===== config.mk =====
export PLATFORM = sky130hd
export DESIGN_NAME = sd_spi_block_write_sequencer_core_flat
export DESIGN_NICKNAME = d
export VERILOG_FILES = /design/src/hw/rtl/sdw_pkg.sv /design/src/hw/rtl/sdw_if.sv /design/src/hw/rtl/sd_spi_block_write_sequencer_core.sv /design/src/hw/rtl/sdw_step.sv /design/src/hw/rtl/sdw_out_stage.sv /design/src/flat_wrapper.sv
export SDC_FILE = /design/constraint.sdc
export NUM_CORES = 1
export LEC_CHECK = 0
export BUFFER_PORTS_ARGS = -buffer_cell sky130_fd_sc_hd__buf_2
export CAP_MARGIN = 10
export CORE_MARGIN = 3
export CORE_UTILIZATION = 28
export CTS_CLUSTER_SIZE = 8
export DETAILED_ROUTE_END_ITERATION = 8
export PLACE_DENSITY = 0.55
export SYNTH_ARGS = -nofsm -noshare
export SYNTH_HDL_FRONTEND = slang
export SYNTH_SLANG_ARGS = --single-unit

===== constraint.sdc =====
create_clock -name clk -period 3.99 [get_ports clk]
set_clock_uncertainty 0.2 [all_clocks]
set_input_delay 0 -clock clk [delete_from_list [all_inputs] [get_ports clk]]
set_output_delay 0 -clock clk [all_outputs]
set_load 0.02 [all_outputs]

===== src/hw/rtl/sdw_pkg.sv =====
// Package for the SD card SPI single-block write sequencer.
// Holds phase codes, byte constants, counter sizing and the shared structs.
// No dependencies.
`timescale 1ns / 1ps

package sdw_pkg;

  // Data block size in bytes
  localparam int BLOCK_BYTES = 512;
  localparam int CNT_W = ($clog2(BLOCK_BYTES) > 2) ? $clog2(BLOCK_BYTES) : 2;
  localparam logic [CNT_W-1:0] LAST_PAY = CNT_W'(BLOCK_BYTES - 1);
  localparam logic [CNT_W-1:0] LAST_ARG = CNT_W'(3);

  localparam int PH_W = 5;

  // Sequence phases
  localparam logic [PH_W-1:0] PH_IDLE      = 5'd0;
  localparam logic [PH_W-1:0] PH_POLL_BUSY = 5'd1;
  localparam logic [PH_W-1:0] PH_CMD24     = 5'd2;
  localparam logic [PH_W-1:0] PH_ADDR      = 5'd3;
  localparam logic [PH_W-1:0] PH_CRC_CMD   = 5'd4;
  localparam logic [PH_W-1:0] PH_POLL_R1   = 5'd5;
  localparam logic [PH_W-1:0] PH_TOKEN     = 5'd6;
  localparam logic [PH_W-1:0] PH_PAYLOAD   = 5'd7;
  localparam logic [PH_W-1:0] PH_CRC0      = 5'd8;
  localparam logic [PH_W-1:0] PH_CRC1      = 5'd9;
  localparam logic [PH_W-1:0] PH_POLL_RESP = 5'd10;
  localparam logic [PH_W-1:0] PH_POLL_FF0  = 5'd11;
  localparam logic [PH_W-1:0] PH_POLL_FF1  = 5'd12;
  localparam logic [PH_W-1:0] PH_CMD13     = 5'd13;
  localparam logic [PH_W-1:0] PH_ARG       = 5'd14;
  localparam logic [PH_W-1:0] PH_CRC_STAT  = 5'd15;
  localparam logic [PH_W-1:0] PH_POLL_STAT = 5'd16;

  // Input opcodes
  localparam logic OP_START  = 1'b0;
  localparam logic OP_FINISH = 1'b1;

  // Bytes on the wire
  localparam logic [7:0] CMD_PREFIX  = 8'h40;
  localparam logic [7:0] IDLE_BYTE   = 8'hFF;
  localparam logic [7:0] CMD_WRITE   = CMD_PREFIX | 8'd24;
  localparam logic [7:0] CMD_STATUS  = CMD_PREFIX | 8'd13;
  localparam logic [7:0] START_TOKEN = 8'hFE;
  localparam logic [7:0] ZERO_BYTE   = 8'h00;
  localparam logic [4:0] RESP_MASKED = 5'h05;

  typedef struct packed {
    logic [PH_W-1:0]  phase;
    logic [CNT_W-1:0] count;
    logic [31:0]      target;
  } sdw_state_t;

  typedef struct packed {
    logic [7:0]      tx_byte;
    logic            exchange_now;
    logic            select_active;
    logic            payload_taken;
    logic            write_done;
    logic [PH_W-1:0] phase;
  } sdw_result_t;

endpackage


===== src/hw/rtl/sdw_if.sv =====
// Request and result channel interfaces for the write sequencer.
// Depends on sdw_pkg for the phase width.
`timescale 1ns / 1ps

interface sdw_req_if;
  logic        valid;
  logic        ready;
  logic        opcode;
  logic [31:0] block_address;
  logic [7:0]  rx_byte;
  logic [7:0]  payload_byte;

  modport source (output valid, output opcode, output block_address,
                  output rx_byte, output payload_byte, input ready);
  modport sink (input valid, input opcode, input block_address,
                input rx_byte, input payload_byte, output ready);
endinterface

interface sdw_res_if;
  logic                    valid;
  logic                    ready;
  logic [7:0]              tx_byte;
  logic                    exchange_now;
  logic                    select_active;
  logic                    payload_taken;
  logic                    write_done;
  logic [sdw_pkg::PH_W-1:0] phase;

  modport source (output valid, output tx_byte, output exchange_now,
                  output select_active, output payload_taken,
                  output write_done, output phase, input ready);
  modport sink (input valid, input tx_byte, input exchange_now,
                input select_active, input payload_taken,
                input write_done, input phase, output ready);
endinterface


===== src/hw/rtl/sd_spi_block_write_sequencer_core.sv =====
// Top level of the SD card SPI single-block write sequencer.
// A result is registered and appears in the cycle after its request is accepted.
// Throughput: one request per cycle while the result channel is ready; the single result register sets it,
// refilling in the same cycle its result is taken.
// Reset (rst, synchronous): phase idle, counter and address zero, SDHC off.
// Depends on sdw_pkg, sdw_if, sdw_step and sdw_out_stage.
`timescale 1ns / 1ps

module sd_spi_block_write_sequencer_core (
  input  logic      clk,
  input  logic      rst,
  input  logic      cfg_write_en,
  input  logic      cfg_write_data,
  sdw_req_if.sink   request,
  sdw_res_if.source result
);
  import sdw_pkg::*;

  logic        card_is_sdhc;
  sdw_state_t  state;
  sdw_state_t  state_next;
  sdw_result_t step_result;
  logic        can_load;
  logic        accept;

  assign request.ready = can_load;
  assign accept        = request.valid && can_load;

  // Hold the addressing mode
  always_ff @(posedge clk) begin
    if (rst) begin
      card_is_sdhc <= 1'b0;
    end else if (cfg_write_en) begin
      card_is_sdhc <= cfg_write_data;
    end
  end

  // Advance the sequence on each accepted request
  always_ff @(posedge clk) begin
    if (rst) begin
      state <= '0;
    end else if (accept) begin
      state <= state_next;
    end
  end

  sdw_step u_step (
    .state         (state),
    .card_is_sdhc  (card_is_sdhc),
    .opcode        (request.opcode),
    .block_address (request.block_address),
    .rx_byte       (request.rx_byte),
    .payload_byte  (request.payload_byte),
    .state_next    (state_next),
    .result        (step_result)
  );

  sdw_out_stage u_out (
    .clk      (clk),
    .rst      (rst),
    .load     (accept),
    .result   (step_result),
    .can_load (can_load),
    .res      (result)
  );

  // An accepted request always leaves a result behind
  a_result_follows: assert property (@(posedge clk) disable iff (rst)
    accept |=> result.valid)
    else $error("no result after accepted request");

  // Completion deselects the card and returns to idle
  a_done_deselects: assert property (@(posedge clk) disable iff (rst)
    (result.valid && result.write_done) |->
      (!result.select_active && result.phase == PH_IDLE && state.phase == PH_IDLE))
    else $error("write_done without deselect");

  // Payload is consumed only in the payload phase
  a_payload_phase: assert property (@(posedge clk) disable iff (rst)
    (result.valid && result.payload_taken) |-> (result.phase == PH_PAYLOAD))
    else $error("payload taken outside payload phase");

  // The counter never runs past the block size
  a_count_bound: assert property (@(posedge clk) disable iff (rst)
    state.count <= LAST_PAY || state.count <= LAST_ARG)
    else $error("byte counter out of range");

endmodule


===== src/hw/rtl/sdw_step.sv =====
// Next-state and result logic for one request of the write sequencer.
// Depends on sdw_pkg for phase codes, constants and structs.
`timescale 1ns / 1ps

module sdw_step (
  input  sdw_pkg::sdw_state_t  state,
  input  logic                 card_is_sdhc,
  input  logic                 opcode,
  input  logic [31:0]          block_address,
  input  logic [7:0]           rx_byte,
  input  logic [7:0]           payload_byte,
  output sdw_pkg::sdw_state_t  state_next,
  output sdw_pkg::sdw_result_t result
);
  import sdw_pkg::*;

  logic            r1_ok;
  logic            is_ff;
  logic [PH_W-1:0] p;
  logic [CNT_W-1:0] c;
  logic            abort;
  logic            finish;
  logic [7:0]      addr_byte;

  assign r1_ok = rx_byte inside {8'h00, 8'h01};
  assign is_ff = (rx_byte == IDLE_BYTE);

  // Advance the phase on a completed exchange
  always_comb begin
    p      = state.phase;
    c      = state.count;
    abort  = 1'b0;
    finish = 1'b0;
    case (state.phase)
      PH_POLL_BUSY: begin
        if (is_ff) p = PH_CMD24;
      end
      PH_CMD24: begin
        p = PH_ADDR;
        c = '0;
      end
      PH_ADDR: begin
        if (c < LAST_ARG) c = c + 1'b1;
        else p = PH_CRC_CMD;
      end
      PH_CRC_CMD: p = PH_POLL_R1;
      PH_POLL_R1: begin
        if (r1_ok) p = PH_TOKEN;
      end
      PH_TOKEN: begin
        p = PH_PAYLOAD;
        c = '0;
      end
      PH_PAYLOAD: begin
        if (c < LAST_PAY) c = c + 1'b1;
        else p = PH_CRC0;
      end
      PH_CRC0: p = PH_CRC1;
      PH_CRC1: p = PH_POLL_RESP;
      PH_POLL_RESP: begin
        if (rx_byte[4:0] == RESP_MASKED) p = PH_POLL_FF0;
      end
      PH_POLL_FF0: begin
        if (is_ff) p = PH_POLL_FF1;
      end
      PH_POLL_FF1: begin
        if (is_ff) p = PH_CMD13;
      end
      PH_CMD13: begin
        p = PH_ARG;
        c = '0;
      end
      PH_ARG: begin
        if (c < LAST_ARG) c = c + 1'b1;
        else p = PH_CRC_STAT;
      end
      PH_CRC_STAT: p = PH_POLL_STAT;
      PH_POLL_STAT: begin
        if (r1_ok) finish = 1'b1;
      end
      default: abort = 1'b1;
    endcase
  end

  // Pick the address byte, most significant first
  always_comb begin
    case (c[1:0])
      2'd0:    addr_byte = state.target[31:24];
      2'd1:    addr_byte = state.target[23:16];
      2'd2:    addr_byte = state.target[15:8];
      default: addr_byte = state.target[7:0];
    endcase
  end

  // Build the next state and the result
  always_comb begin
    state_next           = state;
    result.tx_byte       = IDLE_BYTE;
    result.exchange_now  = 1'b1;
    result.select_active = 1'b1;
    result.payload_taken = 1'b0;
    result.write_done    = 1'b0;
    result.phase         = p;
    if (opcode == OP_START) begin
      state_next.target = card_is_sdhc ? {9'd0, block_address[31:9]} : block_address;
      state_next.phase  = PH_POLL_BUSY;
      state_next.count  = '0;
      result.phase      = PH_POLL_BUSY;
    end else if (abort || finish) begin
      state_next.phase     = PH_IDLE;
      state_next.count     = '0;
      result.exchange_now  = finish;
      result.select_active = 1'b0;
      result.write_done    = finish;
      result.phase         = PH_IDLE;
    end else begin
      state_next.phase = p;
      state_next.count = c;
      case (p)
        PH_CMD24:   result.tx_byte = CMD_WRITE;
        PH_ADDR:    result.tx_byte = addr_byte;
        PH_TOKEN:   result.tx_byte = START_TOKEN;
        PH_PAYLOAD: begin
          result.tx_byte       = payload_byte;
          result.payload_taken = 1'b1;
        end
        PH_CMD13:   result.tx_byte = CMD_STATUS;
        PH_ARG:     result.tx_byte = ZERO_BYTE;
        default:    result.tx_byte = IDLE_BYTE;
      endcase
    end
  end

endmodule


===== src/hw/rtl/sdw_out_stage.sv =====
// Result register of the write sequencer, driving the result channel.
// Depends on sdw_pkg for the result struct and on sdw_res_if.
`timescale 1ns / 1ps

module sdw_out_stage (
  input  logic                 clk,
  input  logic                 rst,
  input  logic                 load,
  input  sdw_pkg::sdw_result_t result,
  output logic                 can_load,
  sdw_res_if.source            res
);
  import sdw_pkg::*;

  logic        valid;
  sdw_result_t data;

  // Room when empty or when the held result leaves this cycle
  assign can_load = !valid || res.ready;

  // Hold valid until the result is taken
  always_ff @(posedge clk) begin
    if (rst) begin
      valid <= 1'b0;
    end else if (load) begin
      valid <= 1'b1;
    end else if (res.ready) begin
      valid <= 1'b0;
    end
  end

  // Capture the result payload
  always_ff @(posedge clk) begin
    if (load) begin
      data <= result;
    end
  end

  assign res.valid         = valid;
  assign res.tx_byte       = data.tx_byte;
  assign res.exchange_now  = data.exchange_now;
  assign res.select_active = data.select_active;
  assign res.payload_taken = data.payload_taken;
  assign res.write_done    = data.write_done;
  assign res.phase         = data.phase;

endmodule

===== src/flat_wrapper.sv =====
// flat-port wrapper written by rule: the top's interface ports become plain ports
module sd_spi_block_write_sequencer_core_flat import sdw_pkg::*;
  (clk, rst, cfg_write_en, cfg_write_data, request_valid, request_opcode, request_block_address, request_rx_byte, request_payload_byte, request_ready, result_valid, result_tx_byte, result_exchange_now, result_select_active, result_payload_taken, result_write_done, result_phase, result_ready);
  sdw_req_if request_i ();
  sdw_res_if result_i ();
  input  logic clk;
  input  logic rst;
  input  logic cfg_write_en;
  input  logic cfg_write_data;
  input wire logic [$bits(request_i.valid)-1:0] request_valid;
  input wire logic [$bits(request_i.opcode)-1:0] request_opcode;
  input wire logic [$bits(request_i.block_address)-1:0] request_block_address;
  input wire logic [$bits(request_i.rx_byte)-1:0] request_rx_byte;
  input wire logic [$bits(request_i.payload_byte)-1:0] request_payload_byte;
  output wire logic [$bits(request_i.ready)-1:0] request_ready;
  output wire logic [$bits(result_i.valid)-1:0] result_valid;
  output wire logic [$bits(result_i.tx_byte)-1:0] result_tx_byte;
  output wire logic [$bits(result_i.exchange_now)-1:0] result_exchange_now;
  output wire logic [$bits(result_i.select_active)-1:0] result_select_active;
  output wire logic [$bits(result_i.payload_taken)-1:0] result_payload_taken;
  output wire logic [$bits(result_i.write_done)-1:0] result_write_done;
  output wire logic [$bits(result_i.phase)-1:0] result_phase;
  input wire logic [$bits(result_i.ready)-1:0] result_ready;
  assign request_i.valid = request_valid;
  assign request_i.opcode = request_opcode;
  assign request_i.block_address = request_block_address;
  assign request_i.rx_byte = request_rx_byte;
  assign request_i.payload_byte = request_payload_byte;
  assign request_ready = request_i.ready;
  assign result_valid = result_i.valid;
  assign result_tx_byte = result_i.tx_byte;
  assign result_exchange_now = result_i.exchange_now;
  assign result_select_active = result_i.select_active;
  assign result_payload_taken = result_i.payload_taken;
  assign result_write_done = result_i.write_done;
  assign result_phase = result_i.phase;
  assign result_i.ready = result_ready;
  sd_spi_block_write_sequencer_core u_core (.clk(clk), .rst(rst), .cfg_write_en(cfg_write_en), .cfg_write_data(cfg_write_data), .request(request_i), .result(result_i));
endmodule

==> run metrics, run 1 <==
FF-to-FF Start u_core.state[41]$_SDFFE_PP0P_; Seq cells post-synth 65; Resized Gates After CTS 0; Layout Area Growth over Synthesis 33.3%; RePlAce Congestion 0.806; count of cell types in the netlist 78; Final Slew Violations 0; Final Hold Viols 0; final wirelength 10,400 um; RR Endpoint u_core.u_out.res.tx_byte[3]$_SDFFCE_PP1P_; top cell type's share of synthesized area 24.9%; number of clock sinks 65; die width 123 um; hpwl dp 7230 um; RSZ-0062 raised after global routing no; commonest cells in the netlist dfxtp_1, nor2_1, nand2_1; Setup Buffers After CTS 0; initial antenna violation count 0; clock buffer depth 2; cell count after synthesis 399; die area 15,200 sq um; initial drt markers 247; Power Dens Cells 332 nW/um^2; first-pass iteration count of the detailed router 5; Mapped Area 3860 sq um; maximum operating frequency 294 MHz; DIE HEIGHT 123 um; Startpoint Class flip-flop; Min-Delay Endpoint u_core.state[33]$_SDFFE_PP0P_; top_reg_cell synth dfxtp_1; maxcap violations 0; largest net degree at the start of global routing 56; Post-synth EDFFs 17; leading area contributor after synthesis dfxtp_1; htree depth 3; Reg clk slew, reported paths 50 ps; grt total ovfl 0; Worst Tran Pin Value 1110 ps; clk root buf clkbuf_16; status finished clean; synth top area cells dfxtp_1, edfxtp_1, mux2i_1; DRC Markers 0; top-count cell post-synth dfxtp_1; r2r setup slk 590 ps; WHS Path Cells 2; CP max FO 20; TNS Setup 0 ps; min Tclk post-route 3400 ps; vias in the first global route 3,414; layout cells sized above 1 23.4%; port bufs 73; Syn Nets 455; drt wl/cell 15.0 um; worst hold start rst; sequential area share after synthesis 38.1%; vias per cell 4.96; Max transition margin 25.8%; clock latency reported for the late side of the worst-skew pair 330 ps; core area 13,300 sq um; CP arrival 3270 ps; Boundary Pins 74; # hold bufs at CTS 56; critical path capture point type flip-flop; TritonCTS clock tree yes; Nets 569; max reg flops 46; Core Rows 42; first-pass GRT wire length 16,900 um; R2R cell count 6; Setup violations, final 0; Total GRT Usage 14.1%; n_diodes 0; ys async rst share 0%; CP Class reg2reg; CP required 3860 ps; VDD IR max 0.000197 V; Hold/Removal Path Class in2reg; final worst path period share 85.3%; Biggest register u_core.state; CTS Buf Count 9; Routed Antenna Nets 0; Post-Route Utilization 38.5%; vias post-DR 3,434; Initial Utilization 28.9%; leakage 0.00197 uW; Ys Warns 0; Mapped Avg Cell Area 9.67 sq um
-- stage by stage --
| step | power (uW) | setup WS [ps] | cell area [sq um] | hold WS, ps | instances |
|---|---|---|---|---|---|
| 3_5_place_dp | 918 | 611 | 4290 | 47.7 | 622 |
| 3_3_place_gp | 915 | 734 | 4290 | 37.7 | 622 |
| 2_1_floorplan | 853 | 1200 | 3860 | -70.5 | 399 |
| 5_1_grt | 1790 | 397 | 5140 | 108 | 693 |
| 6_report | 1710 | 588 | 5140 | 56.5 | 693 |
| 4_1_cts | 1730 | 598 | 5140 | 35.7 | 693 |
-- area by class of cell --
type / instances / area [sq um]
timing repair buffer: 130 / 933
fill: 1345 / 8200
sequential: 65 / 1470
multi-input combinational: 295 / 2180
clock buffer: 13 / 282
tap: 176 / 220
clock inverter: 2 / 10.0
inverter: 12 / 45.0
-- metal layers --
metal  global-route usage (%)  vias up  share of wire (%)
li1                         -     1731                  -
met2                     23.0       75                 48
met4                     4.43        0                1.3
met5                        0        -                  0
met1                     18.7     1618                 47
met3                     3.16       10                3.7
-- cells in the final DEF, fill, tap and decap left out, types with 5 or more instances in the layout --
cell type / instances
mux2i_1: 25
nor2_1: 45
dlygate4sd3_1: 56
a21oi_1: 21
o21ai_0: 5
nand3b_1: 9
buf_2: 73
edfxtp_1: 17
clkbuf_16: 10
nand2_1: 31
a211oi_1: 24
mux4_1: 7
dfxtp_1: 48
xnor2_1: 8
inv_1: 12
nand3_1: 14
o2111ai_1: 5
nor3_1: 10
nand2b_1: 6
-- cell families (layout without fill, tap and decap cells) --
logic type               after synthesis  after routing  synth area share (%)
XOR/XNOR                               9              9                  2.04
multiplexers                          33             33                  11.8
flip-flops                            65             65                  38.1
adder cells (fa/ha/maj)                1              1                 0.324
buffers and inverters                 39            157                  5.51
AO/OA/AOI/OAI                         91             91                  19.0
AND/OR/NAND/NOR                      161            161                  23.1
-- report_power, final --
| part | internal (uW) | total [uW] | switching (uW) |
|---|---|---|---|
| Combinational | 113 | 225 | 111 |
| Sequential | 705 | 725 | 20.2 |
| Clock | 486 | 758 | 272 |
| Total | 1300 | 1710 | 403 |
-- worst max path at each step --
stage	startpoint	to	slack [ps]	depth (start not counted)
floorplan	u_core.state[35]$_SDFFE_PP0P_	u_core.u_out.res.tx_byte[3]$_SDFFCE_PP1P_	1200	6
finish	u_core.state[41]$_SDFFE_PP0P_	u_core.u_out.res.tx_byte[3]$_SDFFCE_PP1P_	590	6
detailed placement	u_core.state[41]$_SDFFE_PP0P_	u_core.u_out.res.tx_byte[3]$_SDFFCE_PP1P_	610	6
CTS	u_core.state[41]$_SDFFE_PP0P_	u_core.u_out.res.tx_byte[3]$_SDFFCE_PP1P_	600	6
global route	u_core.state[41]$_SDFFE_PP0P_	u_core.u_out.res.tx_byte[4]$_SDFFCE_PP1P_	400	7
global placement	u_core.state[41]$_SDFFE_PP0P_	u_core.u_out.res.tx_byte[4]$_SDFFCE_PP1P_	730	7
-- critical path, cell delays in order (launching register included) --
cell and delay (ps):
dfxtp_1 730, and3b_1 260, o21ai_1 240, o22ai_2 130
a211oi_4 610, mux4_1 650, a221o_1 330
Power figures use the tool's default switching activity.
==> inputs of run 2 (changes only) <==
--- a/config.mk
+++ b/config.mk
@@ -5,13 +5,14 @@
 export SDC_FILE = /design/constraint.sdc
 export NUM_CORES = 1
 export LEC_CHECK = 0
-export BUFFER_PORTS_ARGS = -buffer_cell sky130_fd_sc_hd__buf_2
+export BUFFER_PORTS_ARGS = -buffer_cell sky130_fd_sc_hd__buf_4
 export CAP_MARGIN = 10
 export CORE_MARGIN = 3
 export CORE_UTILIZATION = 28
 export CTS_CLUSTER_SIZE = 8
 export DETAILED_ROUTE_END_ITERATION = 8
 export PLACE_DENSITY = 0.55
+export SETUP_SLACK_MARGIN = 0.15
 export SYNTH_ARGS = -nofsm -noshare
 export SYNTH_HDL_FRONTEND = slang
 export SYNTH_SLANG_ARGS = --single-unit
==> run metrics, run 2 (synthesis gave the netlist of run 1 again) <==
status finished clean; grt total ovfl 0; worst hold start result_ready; largest net degree at the start of global routing 43; final worst path period share 84.6%; Setup WS post-layout 616 ps; Worst Tran Pin Value 772 ps; Max transition margin 48.5%; critical path capture point type flip-flop; max reg flops 46; number of clock sinks 65; RePlAce Congestion 0.834; maximum operating frequency 296 MHz; Nets 598; Reg power frac 39.6%; core area 13,300 sq um; share of power burned in the clock network 45.7%; port bufs 73; Power Dens Cells 326 nW/um^2; sw frac 23.3%; leakage 0.00224 uW; CP arrival 3240 ps; hpwl dp 7430 um; die width 123 um; CTS Buf Count 9; initial drt markers 238; DIE HEIGHT 123 um; vias post-DR 3,590; Hold/Removal Path Class in2reg; Total GRT Usage 14.8%; TNS Setup 0 ps; drt wl/cell 15.6 um; RSZ-0062 raised after global routing no; final wirelength 11,200 um; CP Class reg2reg; final-layout fill cell count 1,290; n_diodes 0; most common cell after layout, fill and taps aside dlygate4sd3_1; Layout Area Growth over Synthesis 46.2%; CP max FO 20; R2R cell count 7; Multi-input gate area 2180 sq um; FF-to-FF Start u_core.state[41]$_SDFFE_PP0P_; WHS Path Cells 6; first-pass GRT wire length 17,900 um; Min-Delay Endpoint u_core.state[42]$_SDFFE_PP0P_; r2r setup slk 620 ps; DRC Markers 0; min Tclk post-route 3370 ps; Boundary Pins 74; sw power 427 uW; clock latency reported for the late side of the worst-skew pair 330 ps; layout cells sized above 1 23.0%; vias per cell 4.97; Reg clk slew, reported paths 60 ps; Internal Power 1410 uW; first-pass iteration count of the detailed router 4; die area 15,200 sq um; clock buffer depth 2; RR Endpoint u_core.u_out.res.tx_byte[4]$_SDFFCE_PP1P_; VDD IR max 0.000184 V; maxcap violations 0; Initial Utilization 28.9%; Startpoint Class flip-flop; initial antenna violation count 0; Reg area 1470 sq um; Routed Antenna Nets 0; Biggest register u_core.state; vias in the first global route 3,607; pre-CTS WS 609 ps; clk root buf clkbuf_16; Final Slew Violations 0; TritonCTS clock tree yes; Core Rows 42; combinational power share 14.6%; htree depth 3; most frequent cells in the layout dlygate4sd3_1, buf_4, dfxtp_1; Setup violations, final 0; Final Hold Viols 0; CP required 3850 ps
-- run 2: worst max-delay path, stage by stage (launching register included) --
cell	delay, ps
dfxtp_1	730
and3b_1	260
o21ai_1	230
o22ai_2	130
a211oi_4	590
mux4_2	610
a211oi_2	260
o211ai_2	90
-- run 2: area by class of cell --
cell class,count,share of cell area (%)
repair buffers,159,24.8
well taps,176,3.90
clock inverters,4,0.820
flip-flops and latches,65,26.1
multi-input cells,295,38.7
clock buffers,12,4.92
inverters,12,0.798
-- run 2: worst max-delay path by stage --
stage,startpoint,to,slack [ps],depth (start not counted)
final,u_core.state[41]$_SDFFE_PP0P_,u_core.u_out.res.tx_byte[4]$_SDFFCE_PP1P_,620,7
after global routing,u_core.state[41]$_SDFFE_PP0P_,u_core.u_out.res.tx_byte[3]$_SDFFCE_PP1P_,420,6
after CTS,u_core.state[41]$_SDFFE_PP0P_,u_core.u_out.res.tx_byte[3]$_SDFFCE_PP1P_,600,6
after detailed placement,u_core.state[41]$_SDFFE_PP0P_,u_core.u_out.res.tx_byte[3]$_SDFFCE_PP1P_,610,6
after global placement,u_core.state[41]$_SDFFE_PP0P_,u_core.u_out.res.tx_byte[4]$_SDFFCE_PP1P_,720,7
after floorplan,u_core.state[35]$_SDFFE_PP0P_,u_core.u_out.res.tx_byte[3]$_SDFFCE_PP1P_,1200,6
-- run 2: metrics by stage --
stage | power [uW] | hold WS [ps] | std cells | utilization, % | area (sq um)
CTS | 1850 | 150 | 723 | 42.3 | 5640
floorplan | 853 | -70.5 | 399 | - | 3860
global placement | 937 | 43.2 | 625 | 33.7 | 4500
global route | 1900 | 188 | 723 | 42.3 | 5640
detailed placement | 940 | 54.0 | 625 | 33.7 | 4500
finish | 1840 | 145 | 723 | 42.3 | 5640
-- run 2: power groups by stage --
stage                     combinational, uW  clock [uW]  sequential (uW)
after floorplan                         119           0              734
after global placement                  196           0              740
after detailed placement                199           0              741
after CTS                               265         858              727
after global routing                    292         880              731
final                                   269         840              728
-- run 2: timing repair --
action                    in CTS  in global routing
hold buffers                  82                  0
resized for setup              0                  0
buffers inserted               0                  0
hold endpoints to repair      53                  0
-- run 2: per-layer routing --
layer	global-route usage, %	up-vias	wire length (um)
li1	-	1787	-
met1	19.3	1700	5130
met2	25.0	86	5530
met3	2.93	17	408
met4	4.15	0	174
met5	0	-	0
==> inputs of run 3 (changes only) <==
==> constraint.sdc (replaced) <==
create_clock -name clk -period 3.51 [get_ports clk]
set_clock_uncertainty 0.2 [all_clocks]
set_input_delay 0 -clock clk [delete_from_list [all_inputs] [get_ports clk]]
set_output_delay 0 -clock clk [all_outputs]
set_load 0.02 [all_outputs]
==> run metrics, run 3 (synthesis gave the netlist of run 1 again) <==
TNS Setup 0 ps; first-pass GRT wire length 17,400 um; RSZ-0062 raised after global routing no; Worst path max stage delay 650 ps; met3 Use GR 2.88%; GR Util met2 23.8%; CP max FO 9; Initial Utilization 28.9%; status finished clean; core area 13,300 sq um; VDD IR max 0.000221 V; Core Rows 42; Top Usage Layer GRT met2; layout cells sized above 1 24.0%; Boundary Pins 74; RR Endpoint u_core.u_out.res.tx_byte[6]$_SDFFCE_PP1P_; vias in the first global route 3,506; Final Slew Violations 0; maximum operating frequency 315 MHz; clock buffer depth 2; CP required 3380 ps; CP Class reg2reg; Max transition margin 46.9%; crit path to u_core.u_out.res.tx_byte[6]$_SDFFCE_PP1P_; DRC Markers 0; cell-by-cell listing of the critical path nand4_1 -> nor3_2 -> o22ai_2 -> a211oi_4 -> mux4_1 -> a221o_1; maxcap violations 0; die width 123 um; largest net degree at the start of global routing 56; clk root buf clkbuf_16; Final Hold Viols 0; Layout Area Growth over Synthesis 45.6%; n_diodes 0; critical path capture point type flip-flop; Startpoint Class flip-flop; Crit. Startpoint u_core.state[39]$_SDFFE_PP0P_; CP delay by family, top compound AO/OA/AOI/OAI gates; CTS Buf Count 9; leakage 0.00222 uW; Total GRT Usage 14.5%; GR Layer Usage met1 19.5%; min Tclk post-route 3170 ps; grt total ovfl 0; first-pass iteration count of the detailed router 4; clock latency reported for the late side of the worst-skew pair 330 ps; most frequent cells in the layout buf_4, dlygate4sd3_1, dfxtp_1; initial antenna violation count 0; r2r setup slk 340 ps; Biggest register u_core.state; Reg area 1470 sq um; Power, Total 1990 uW; DIE HEIGHT 123 um; vias post-DR 3,597; port bufs 73; max reg flops 46; CP arrival 3040 ps; Worst Tran Pin Value 795 ps; Multi-input gate area 2180 sq um; initial drt markers 298; RePlAce Congestion 0.849; TritonCTS clock tree yes; Critical Path Slowest Stage Cell mux4_1; hpwl dp 7310 um; Hold/Removal Path Class in2out; drt wl/cell 15.0 um; Reg clk slew, reported paths 50 ps; Crit. path cell count 6; die area 15,200 sq um; final-layout fill cell count 1,303; Critical path buffers and inverters 0; Setup violations, final 0; vias per cell 4.96; final worst path period share 90.3%; Power Dens Cells 353 nW/um^2; R2R cell count 6; Nets 600; number of clock sinks 65; FF-to-FF Start u_core.state[39]$_SDFFE_PP0P_; final wirelength 10,900 um; Routed Antenna Nets 0; htree depth 3; most common cell after layout, fill and taps aside buf_4
[run 3: changes by cell type in the layout (fill, tap and decap cells not counted), moves of 2 or more]
cell and change:
dlygate4sd3_1 -2, dfxtp_1 -2, dfxtp_2 +2, clkinvlp_4 +2, buf_4 +4, clkbuf_8 -2
[run 3: worst min path at each step]
stage / slack [ps] / endpoint / from / depth (start not counted)
floorplan: -70 / u_core.u_out.res.valid$_SDFFE_PP0P_ / request_valid / 2
global placement: 40 / u_core.card_is_sdhc$_SDFFE_PP0P_ / cfg_write_data / 3
detailed placement: 40 / u_core.card_is_sdhc$_SDFFE_PP0P_ / cfg_write_data / 3
CTS: 160 / request_ready / result_ready / 3
global route: 170 / request_ready / result_ready / 3
finish: 150 / request_ready / result_ready / 3
[run 3: per-layer routing]
metal	part of all wire, %	wire length [um]	vias to the layer above
met3	4.9	537	10
met1	45	4900	1683
met4	0.88	96	0
met5	0	0	-
li1	-	-	1797
met2	49	5310	107
[run 3: tightest hold or removal path, cell delays in order]
cell and delay [ps]:
buf_4 70, nand2b_1 130, buf_4 150
[run 3: power by group]
group	switching, uW	internal [uW]	leakage, uW	total (uW)
Sequential	24.7	801	0.000537	825
Combinational	135	171	0.00155	306
Clock	335	519	0.000140	854
[run 3: through the flow]
stage          util (%)  cells  worst slack [ps]  area (sq um)  hold WS (ps)
2_1_floorplan         -    399               718          3860         -70.5
3_3_place_gp       33.9    629               295          4530          41.9
3_5_place_dp       33.9    629               163          4530          43.8
4_1_cts            42.1    725               263          5620           157
5_1_grt            42.1    725               186          5620           173
6_report           42.1    725               339          5620           153
[run 3: final cells by class]
type | instances | share of cell area [%]
Multi-Input combinational cell | 295 | 38.8
Clock inverter | 6 | 0.712
Tap cell | 176 | 3.92
Inverter | 12 | 0.801
Timing Repair Buffer | 161 | 25.1
Clock buffer | 10 | 4.45
Sequential cell | 65 | 26.2
[run 3: timing repair]
item	4_1_cts	5_1_grt
cloned	0	0
hold buffers	80	0
hold endpoints to repair	53	0
setup endpoints to repair	1	6
gates resized for setup	1	1
buffers inserted	0	0
